## config.mk

```make
export PLATFORM = sky130hd
export DESIGN_NAME = base64_stream_decoder_top
export DESIGN_NICKNAME = d
export VERILOG_FILES = /design/src/rtl/b64_pkg.sv /design/src/rtl/b64_core.sv /design/src/rtl/b64_queue.sv /design/src/rtl/base64_stream_decoder_top.sv
export VERILOG_INCLUDE_DIRS = /design/src /design/src/rtl
export SDC_FILE = /design/constraint.sdc
export NUM_CORES = 1
export LEC_CHECK = 0
export ABC_AREA = 1
export BUFFER_PORTS_ARGS = -buffer_cell sky130_fd_sc_hd__clkbuf_2
export CELL_PAD_IN_SITES_DETAIL_PLACEMENT = 0
export CELL_PAD_IN_SITES_GLOBAL_PLACEMENT = 1
export CORE_MARGIN = 4
export CORE_UTILIZATION = 43
export CTS_BUF_LIST = sky130_fd_sc_hd__clkbuf_16
export CTS_CLUSTER_DIAMETER = 200
export DETAILED_ROUTE_END_ITERATION = 10
export HOLD_SLACK_MARGIN = 0.1
export PLACE_DENSITY = 0.76
export SKIP_LAST_GASP = 1
export SLEW_MARGIN = 20
export SYNTH_ARGS = -nofsm -noshare
export SYNTH_HDL_FRONTEND = slang
export SYNTH_HIERARCHICAL = 1
export SYNTH_SLANG_ARGS = --single-unit
```

## constraint.sdc

```tcl
create_clock -name clock -period 6 [get_ports clock]
set_input_delay 0 -clock clock [delete_from_list [all_inputs] [get_ports clock]]
set_output_delay 0 -clock clock [all_outputs]
set_load 0.01 [all_outputs]
```

## src/rtl/base64_stream_decoder_top_assert.svh

```systemverilog
// ----------------------------------------------------------------------------
// Base64 stream decoder assertion macros
// Shorthand for clocked checks on the top level, sampled at the rising edge
// of clock and switched off while reset is high.
// ----------------------------------------------------------------------------
`ifndef BASE64_STREAM_DECODER_TOP_ASSERT_SVH
`define BASE64_STREAM_DECODER_TOP_ASSERT_SVH

// Same-cycle implication.
`define B64_ASSERT_NOW(lbl, ante, cons, msg) \
   lbl: assert property (@(posedge clock) disable iff (reset) (ante) |-> (cons)) \
      else $error(msg);

// Next-cycle implication.
`define B64_ASSERT_NEXT(lbl, ante, cons, msg) \
   lbl: assert property (@(posedge clock) disable iff (reset) (ante) |=> (cons)) \
      else $error(msg);

`endif

```

## src/rtl/b64_pkg.sv

```systemverilog
`timescale 1ns / 1ps
// ----------------------------------------------------------------------------
// Base64 decoder package
// Result codes, bundle types and the alphabet lookup shared by the decoder.
// ----------------------------------------------------------------------------
package b64_pkg;

   typedef enum logic [1:0] {
      ST_BYTE = 2'd0,
      ST_END  = 2'd1,
      ST_ERR  = 2'd2
   } b64_status_type;

   localparam int unsigned MaxResults = 4;

   localparam logic [7:0]  SymLow   = 8'd43;
   localparam logic [7:0]  SymHigh  = 8'd122;
   localparam logic [7:0]  SymPad   = 8'h3D;
   localparam logic [31:0] MaxCount = 32'hFFFF_FFFF;

   // One result of a bundle; inc is what the total adds to the bundle base.
   typedef struct packed {
      b64_status_type status;
      logic [7:0]     data;
      logic [1:0]     inc;
   } b64_entry_type;

   // All results caused by one input item.
   typedef struct packed {
      logic [2:0]                       count;
      logic [31:0]                      base;
      b64_entry_type [MaxResults-1:0]   entry;
   } b64_bundle_type;

   // One result as it leaves the queue.
   typedef struct packed {
      b64_status_type status;
      logic [7:0]     data;
      logic [31:0]    total;
      logic           last;
   } b64_result_type;

   typedef struct packed {
      logic       valid;
      logic [5:0] value;
   } b64_sextet_type;

   function automatic b64_sextet_type sextet_of(input logic [7:0] c);
      b64_sextet_type r;
      r.valid = 1'b0;
      r.value = '0;
      if (c >= SymLow && c <= SymHigh) begin
         if (c inside {[8'h41:8'h5A]}) begin
            r.valid = 1'b1;
            r.value = 6'(c - 8'h41);
         end else if (c inside {[8'h61:8'h7A]}) begin
            r.valid = 1'b1;
            r.value = 6'(c - 8'h61 + 8'd26);
         end else if (c inside {[8'h30:8'h39]}) begin
            r.valid = 1'b1;
            r.value = 6'(c - 8'h30 + 8'd52);
         end else if (c == 8'h2B) begin
            r.valid = 1'b1;
            r.value = 6'd62;
         end else if (c == 8'h2F) begin
            r.valid = 1'b1;
            r.value = 6'd63;
         end
      end
      return r;
   endfunction

endpackage

```

## src/rtl/b64_core.sv

```systemverilog
`timescale 1ns / 1ps
// ----------------------------------------------------------------------------
// Base64 decode core
// Holds the group state and turns one character into a bundle of results.
// ----------------------------------------------------------------------------
module b64_core
   import b64_pkg::*;
(
   input  logic           clock,
   input  logic           reset,
   input  logic           accept,
   input  logic [7:0]     symbol,
   input  logic           first,
   input  logic           last,
   output logic           push,
   output b64_bundle_type bundle
);

   logic [1:0]  pos_ff, pos_in;
   logic [17:0] acc_ff, acc_in;
   logic [31:0] cnt_ff, cnt_in;
   logic        active_ff, active_in;

   logic           eff_active;
   logic [1:0]     eff_pos;
   logic [17:0]    eff_acc;
   logic [31:0]    eff_cnt;
   logic [23:0]    word;
   logic [1:0]     nbytes;
   logic           finish;
   logic [32:0]    cnt_sum;
   b64_sextet_type sx;

   always_comb begin
      // A stream start clears the group before the character is looked at.
      eff_active = first | active_ff;
      eff_pos    = first ? 2'd0 : pos_ff;
      eff_acc    = first ? 18'd0 : acc_ff;
      eff_cnt    = first ? 32'd0 : cnt_ff;
      sx         = sextet_of(symbol);
      word       = {eff_acc, sx.value};

      bundle       = '0;
      bundle.base  = eff_cnt;
      nbytes       = 2'd0;
      finish       = 1'b0;
      pos_in       = eff_pos;
      acc_in       = eff_acc;
      active_in    = eff_active;

      if (eff_active) begin
         if (symbol == SymPad) begin
            finish = 1'b1;
            case (eff_pos)
               2'd0, 2'd1: begin
                  bundle.entry[0].status = ST_ERR;
                  bundle.count           = 3'd1;
               end
               2'd2: begin
                  bundle.entry[0].data   = eff_acc[11:4];
                  bundle.entry[0].inc    = 2'd1;
                  bundle.entry[1].status = ST_END;
                  bundle.entry[1].inc    = 2'd1;
                  bundle.count           = 3'd2;
                  nbytes                 = 2'd1;
               end
               default: begin
                  bundle.entry[0].data   = eff_acc[17:10];
                  bundle.entry[0].inc    = 2'd1;
                  bundle.entry[1].data   = eff_acc[9:2];
                  bundle.entry[1].inc    = 2'd2;
                  bundle.entry[2].status = ST_END;
                  bundle.entry[2].inc    = 2'd2;
                  bundle.count           = 3'd3;
                  nbytes                 = 2'd2;
               end
            endcase
         end else if (!sx.valid) begin
            // Clean end between groups, error inside one.
            finish                 = 1'b1;
            bundle.entry[0].status = (eff_pos == 2'd0) ? ST_END : ST_ERR;
            bundle.count           = 3'd1;
         end else if (eff_pos == 2'd3) begin
            bundle.entry[0].data = word[23:16];
            bundle.entry[0].inc  = 2'd1;
            bundle.entry[1].data = word[15:8];
            bundle.entry[1].inc  = 2'd2;
            bundle.entry[2].data = word[7:0];
            bundle.entry[2].inc  = 2'd3;
            bundle.count         = 3'd3;
            nbytes               = 2'd3;
            pos_in               = 2'd0;
            acc_in               = '0;
            if (last) begin
               finish                 = 1'b1;
               bundle.entry[3].status = ST_END;
               bundle.entry[3].inc    = 2'd3;
               bundle.count           = 3'd4;
            end
         end else begin
            acc_in = {eff_acc[11:0], sx.value};
            pos_in = eff_pos + 2'd1;
            if (last) begin
               finish                 = 1'b1;
               bundle.entry[0].status = ST_ERR;
               bundle.count           = 3'd1;
            end
         end
      end

      if (finish) begin
         active_in = 1'b0;
         pos_in    = 2'd0;
         acc_in    = '0;
      end

      cnt_sum = {1'b0, eff_cnt} + 33'(nbytes);
      cnt_in  = cnt_sum[32] ? MaxCount : cnt_sum[31:0];
      push    = accept && (bundle.count != 3'd0);
   end

   always_ff @(posedge clock) begin
      if (reset) begin
         pos_ff    <= '0;
         acc_ff    <= '0;
         cnt_ff    <= '0;
         active_ff <= 1'b1;
      end else if (accept) begin
         pos_ff    <= pos_in;
         acc_ff    <= acc_in;
         cnt_ff    <= cnt_in;
         active_ff <= active_in;
      end
   end

endmodule

```

## src/rtl/b64_queue.sv

```systemverilog
`timescale 1ns / 1ps
// ----------------------------------------------------------------------------
// Base64 result queue
// Two bundle slots; the head bundle is sent out one result per transfer.
// ----------------------------------------------------------------------------
module b64_queue
   import b64_pkg::*;
(
   input  logic           clock,
   input  logic           reset,
   input  logic           push,
   input  b64_bundle_type bundle,
   output logic           in_ready,
   output logic           out_valid,
   input  logic           out_ready,
   output b64_result_type result
);

   b64_bundle_type slot_ff [2];
   logic           wr_ptr_ff, rd_ptr_ff;
   logic [1:0]     occ_ff, occ_in;
   logic [1:0]     idx_ff, idx_in;

   b64_bundle_type head;
   b64_entry_type  cur;
   logic           last_entry;
   logic           take;
   logic           pop;
   logic [32:0]    total_sum;

   always_comb begin
      head       = slot_ff[rd_ptr_ff];
      cur        = head.entry[idx_ff];
      last_entry = (3'(idx_ff) + 3'd1) == head.count;
      out_valid  = occ_ff != 2'd0;
      in_ready   = occ_ff != 2'd2;
      take       = out_valid && out_ready;
      pop        = take && last_entry;

      total_sum     = {1'b0, head.base} + 33'(cur.inc);
      result.status = cur.status;
      result.data   = cur.data;
      result.total  = total_sum[32] ? MaxCount : total_sum[31:0];
      result.last   = last_entry;

      occ_in = occ_ff + 2'(push) - 2'(pop);
      idx_in = pop ? 2'd0 : (take ? idx_ff + 2'd1 : idx_ff);
   end

   always_ff @(posedge clock) begin
      if (push) begin
         slot_ff[wr_ptr_ff] <= bundle;
      end
   end

   always_ff @(posedge clock) begin
      if (reset) begin
         wr_ptr_ff <= 1'b0;
         rd_ptr_ff <= 1'b0;
         occ_ff    <= '0;
         idx_ff    <= '0;
      end else begin
         if (push) begin
            wr_ptr_ff <= ~wr_ptr_ff;
         end
         if (pop) begin
            rd_ptr_ff <= ~rd_ptr_ff;
         end
         occ_ff <= occ_in;
         idx_ff <= idx_in;
      end
   end

endmodule

```

## src/rtl/base64_stream_decoder_top.sv

```systemverilog
`timescale 1ns / 1ps
// A character's bundle is registered in the queue; its first result is offered once the
// bundles ahead of it have left. One character per cycle while each yields at most one result
// and rsp_tready is high; the result port moves one result per cycle while it is high.
// A two-bundle queue between decode core and result port sets these rates.
// Reset: synchronous, clears group, count and queue; the stream is active, awaiting data.
// ----------------------------------------------------------------------------
// Base64 stream decoder
// Decodes one base64 character per transfer into bytes, end and error results.
// ----------------------------------------------------------------------------
`include "base64_stream_decoder_top_assert.svh"

module base64_stream_decoder_top
   import b64_pkg::*;
(
   input  logic        clock,
   input  logic        reset,
   // Character channel
   input  logic        req_tvalid,
   output logic        req_tready,
   input  logic [7:0]  req_tdata,   // [7:0] symbol
   input  logic        req_tuser,   // [0] first
   input  logic        req_tlast,   // last
   // Result channel
   output logic        rsp_tvalid,
   input  logic        rsp_tready,
   output logic [39:0] rsp_tdata,   // [7:0] byte_out, [39:8] total_bytes
   output logic [1:0]  rsp_tuser,   // [1:0] status
   output logic        rsp_tlast    // end_of_run
);

   logic           accept;
   logic           push;
   b64_bundle_type bundle;
   b64_result_type result;

   // Take a character whenever a bundle slot is free; the core state moves
   // only on a transfer.
   assign accept = req_tvalid && req_tready;

   b64_core u_core (
      .clock  (clock),
      .reset  (reset),
      .accept (accept),
      .symbol (req_tdata),
      .first  (req_tuser),
      .last   (req_tlast),
      .push   (push),
      .bundle (bundle)
   );

   // Hold the bundles and send them out a result at a time.
   b64_queue u_queue (
      .clock     (clock),
      .reset     (reset),
      .push      (push),
      .bundle    (bundle),
      .in_ready  (req_tready),
      .out_valid (rsp_tvalid),
      .out_ready (rsp_tready),
      .result    (result)
   );

   assign rsp_tdata = {result.total, result.data};
   assign rsp_tuser = result.status;
   assign rsp_tlast = result.last;

   // End and error results close the run of results for their character.
   `B64_ASSERT_NOW(a_final_is_last, rsp_tvalid && (rsp_tuser != ST_BYTE), rsp_tlast, "end or error result not last of its run")
   // Only byte results carry data.
   `B64_ASSERT_NOW(a_status_no_data, rsp_tvalid && (rsp_tuser != ST_BYTE), rsp_tdata[7:0] == 8'd0, "end or error result carries a byte")
   // A byte result always counts at least itself.
   `B64_ASSERT_NOW(a_byte_counted, rsp_tvalid && (rsp_tuser == ST_BYTE), rsp_tdata[39:8] != 32'd0, "byte result with zero total")
   // After a character gives results, the result port offers a result on the next cycle.
   `B64_ASSERT_NEXT(a_push_shows, push, rsp_tvalid, "pushed bundle not offered")

endmodule
```

==> run_results.csv <==
group,metric,value,unit
timing,setup_viol,0,
global_routing,grt_pass1_wl,51900,um
logic_synthesis,ys_seq_elements,226,
logic_synthesis,synth_edf_count,166,
clock_tree,cts_htree_levels,1,
floorplan,die_area,32600,um2
clock_tree,cts_resized,0,
logic_synthesis,synthAdderAreaFrac,2.66,%
timing,rsz0062_at_grt,"false",
worst_setup_path,path_class,"register to output port",
logic_synthesis,async_reset_ff_share,0,%
detailed_routing,post_drt_wl_per_cell,16.3,um
outcome,outcome,"completed",
worst_setup_path,worstPathRequired,6.00,ns
clock_tree,cts_tree,"built",
place,io_buffers,58,
worst_setup_path,slowest_delay,0.53,ns
finish,final_cell_count_no_fill,2003,
min_path,hold_class,"primary input to register",
global_routing,grt_max_degree,84,
timing,slew_viol_final,0,
detailed_routing,vias,10355,
finish,area_growth_syn_to_layout,10.4,%
worst_setup_path,cp_slowest_cell,"nand2_2",
logic_synthesis,synth-seq-area-share,48.3,%
logic_synthesis,synth_top_family_by_area,"simple AND/OR/NAND/NOR gates",
finish,drive_gt1_share,12.4,%
detailed_routing,drc,0,
place,post_dp_cell_area,13300,um2
logic_synthesis,synthMuxAreaShare,0,%
logic_synthesis,synth_compound_area_share,9.99,%
global_routing,grtUsageTotal,19.3,%
place,place.gp.congestion,0.909,
global_routing,first_global_vias,9474,
floorplan,io_pins,59,
floorplan,std_cell_rows,62,
worst_setup_path,crit_arrival,4.50,ns
power,cellPowerDensity,290,nW/um2
min_path,hp-start,"req_tdata[5]",
global_routing,antenna_found_initial,0,
logic_synthesis,synth_cells,1560,
logic_synthesis,postSynthAreaPerCell,8.21,um2
timing,fin_crit,4.50,ns
clock_tree,ctsHoldBuffers,5,
detailed_routing,drt_first_pass_iters,7,
timing,maxSlewHeadroom,35.4,%
power,p_leak,0.00581,uW
clock_tree,cts.clk_slew.worst_paths,0.06,ns
floorplan,dieHeight,181,um
clock_tree,worstSkewPairLatency,0.53,ns
place,place_inst,1950,
clock_tree,clk_path_buf_depth,3,
detailed_routing,vias_per_cell,5.17,
worst_setup_path,crit_chain,"buf_4, inv_1, o21ai_0, o22ai_1, inv_1, o21ai_0, inv_1, fa_1, inv_1, nand2_2, nor2_4, nand2_1, nor2_2, nand2_2, o21ai_0, clkbuf_2",
timing,setup_tns,0,ns
timing,finalHoldViolCount,0,
finish,nNetsFinal,1638,
timing,timing.fmax,0.222,GHz
detailed_routing,wirelength,32600,um
worst_setup_path,cp_max_fo,32,
timing,finalCritPeriodShare,75.1,%
worst_setup_path,cpMostUsedCell,"inv_1",
floorplan,die_w,181,um
timing,skew,0.0262,ns
floorplan,core,29000,um2
place,dp_hpwl,22900,um
logic_synthesis,synth_xor_area_share,1.78,%
worst_setup_path,critPathLaunch,"u_queue/idx_ff[0]",
clock_tree,post_cts_buffers,0,
worst_setup_path,start_kind,"register",
clock_tree,cts_root_buffer,"clkbuf_16",
detailed_routing,drtAntennaViolNets,0,
timing,tightest_slew,0.969,ns
detailed_routing,drt_iter0_drc,849,
power,peakVddDrop,0.000228,V
logic_synthesis,synth_cell_types,48,
logic_synthesis,yosys_warnings,6,
flow_run,cap_violations,0,
clock_tree,cts_buffers,25,
floorplan,start_util,44.2,%
clock_tree,cts_sinks,226,
worst_setup_path,rr_startpoint,"u_core/pos_ff[0]",
logic_synthesis,syn_area,12800,um2
finish,final_cell_area,14100,um2
worst_setup_path,cp-end-kind,"output port",
logic_synthesis,synthFlopType,"edfxtp_1",
global_routing,grt_overflow,0,
logic_synthesis,yosys.area_share.simple,28.7,%
per-stage QoR:
step	hold WS, ns	setup WS, ns	utilization [%]	power (uW)
2_1_floorplan	0.0712	0.348	-	2400
3_3_place_gp	0.452	1.58	45.7	2620
3_5_place_dp	0.456	1.47	45.7	2630
4_1_cts	0.157	1.35	48.7	4150
5_1_grt	0.192	1.02	48.7	4310
6_report	0.162	1.50	48.7	4110
cells by family (layout without fill, tap and decap cells):
family / after synthesis / after routing
AND/OR/NAND/NOR: 816 / 816
adder cells (fa/ha/maj): 26 / 26
AO/OA/AOI/OAI: 227 / 227
flip-flops: 226 / 226
other: 1 / 14
XOR/XNOR: 26 / 26
buffers and inverters: 238 / 284
path summary, 6_finish.rpt:
kind                                  to  slack (ns)  cells after the start
setup / recovery           rsp_tdata[13]        1.50                     16
hold / removal    u_queue/slot_ff[0][31]        0.16                      4
setup reg to reg       u_core/cnt_ff[26]        1.91                     19
hold reg to reg         u_core/acc_ff[7]        0.47                      2
synthesized netlist by cell type (4+ instances only):
master / count / area [um2]
inv_1: 156 / 586
nand4_1: 10 / 62.6
nand2_2: 10 / 62.6
a31oi_1: 15 / 93.8
dfxtp_1: 60 / 1200
nand2_1: 392 / 1470
inv_2: 6 / 22.5
o21ai_1: 5 / 25.0
xor2_1: 17 / 149
buf_6: 10 / 113
clkbuf_1: 25 / 93.8
nor2_2: 14 / 87.6
ha_1: 24 / 300
nand3_1: 80 / 400
nand3b_1: 5 / 37.5
nor2_1: 236 / 886
o21ai_0: 107 / 536
nor2_4: 9 / 101
buf_4: 22 / 165
nand3_2: 30 / 300
a21oi_2: 4 / 35.0
xnor2_1: 9 / 78.8
nor3_1: 12 / 60.1
edfxtp_1: 166 / 4980
or2_2: 4 / 25.0
a21oi_1: 46 / 230
buf_2: 15 / 75.1
o22ai_1: 27 / 169
o211ai_1: 13 / 97.6
placed cells by master (no fill, tap or decap), drive strengths merged, types with 12 or more instances in the layout:
cell type	synthesis	routed
a31oi	15	15
o211ai	14	14
edfxtp	166	166
o22ai	27	27
nand3	110	110
nand2	405	405
buf	50	12
ha	24	24
nor2	262	262
o21ai	112	112
conb	1	12
inv	162	166
nor3	15	15
dfxtp	60	60
clkbuf	25	83
a21oi	51	51
xor2	17	17
sequential cells by signal, indices dropped and copies added (netlist names), named ones only:
signal and count:
u_core/active_ff 1, u_queue/wr_ptr_ff 1, u_core/acc_ff 18, u_queue/slot_ff 166
u_core/cnt_ff 32, u_queue/idx_ff 2, u_queue/rd_ptr_ff 1, u_core/pos_ff 2
u_queue/occ_ff 2
critical path, delay by kind of cell (launching register included):
kind	cells	cell delay (ns)
AOI/OAI and AO/OA	4	0.83
adders and majority gates	1	0.44
buffers and inverters	6	1.09
DFF	1	0.46
and+or+nand+nor	5	1.12
where the power goes:
part           total, uW  switching (uW)  internal, uW
registers           1850            43.2          1800
clock network       1520             622           894
logic                744             517           227
total               4110            1180          2930
metal layers:
| layer | vias up | global-route usage (%) | wire, um | part of all wire (%) |
|---|---|---|---|---|
| met1 | 4833 | 30.4 | 16200 | 50 |
| met3 | 36 | 2.38 | 1860 | 5.7 |
| met4 | 0 | 3.90 | 447 | 1.4 |
| li1 | 5206 | - | - | - |
| met5 | - | 0 | 0 | 0 |
| met2 | 280 | 28.6 | 14000 | 43 |
layout make-up:
class | instances | area (um2)
flip-flops and latches | 226 | 6190
fillers | 2902 | 14900
clock inverters | 21 | 196
clock buffers | 25 | 626
well taps | 384 | 480
multi-input cells | 1107 | 5580
inverters | 163 | 613
diodes | 2 | 5.00
repair buffers | 75 | 455
(Power assumes the default switching activity.)
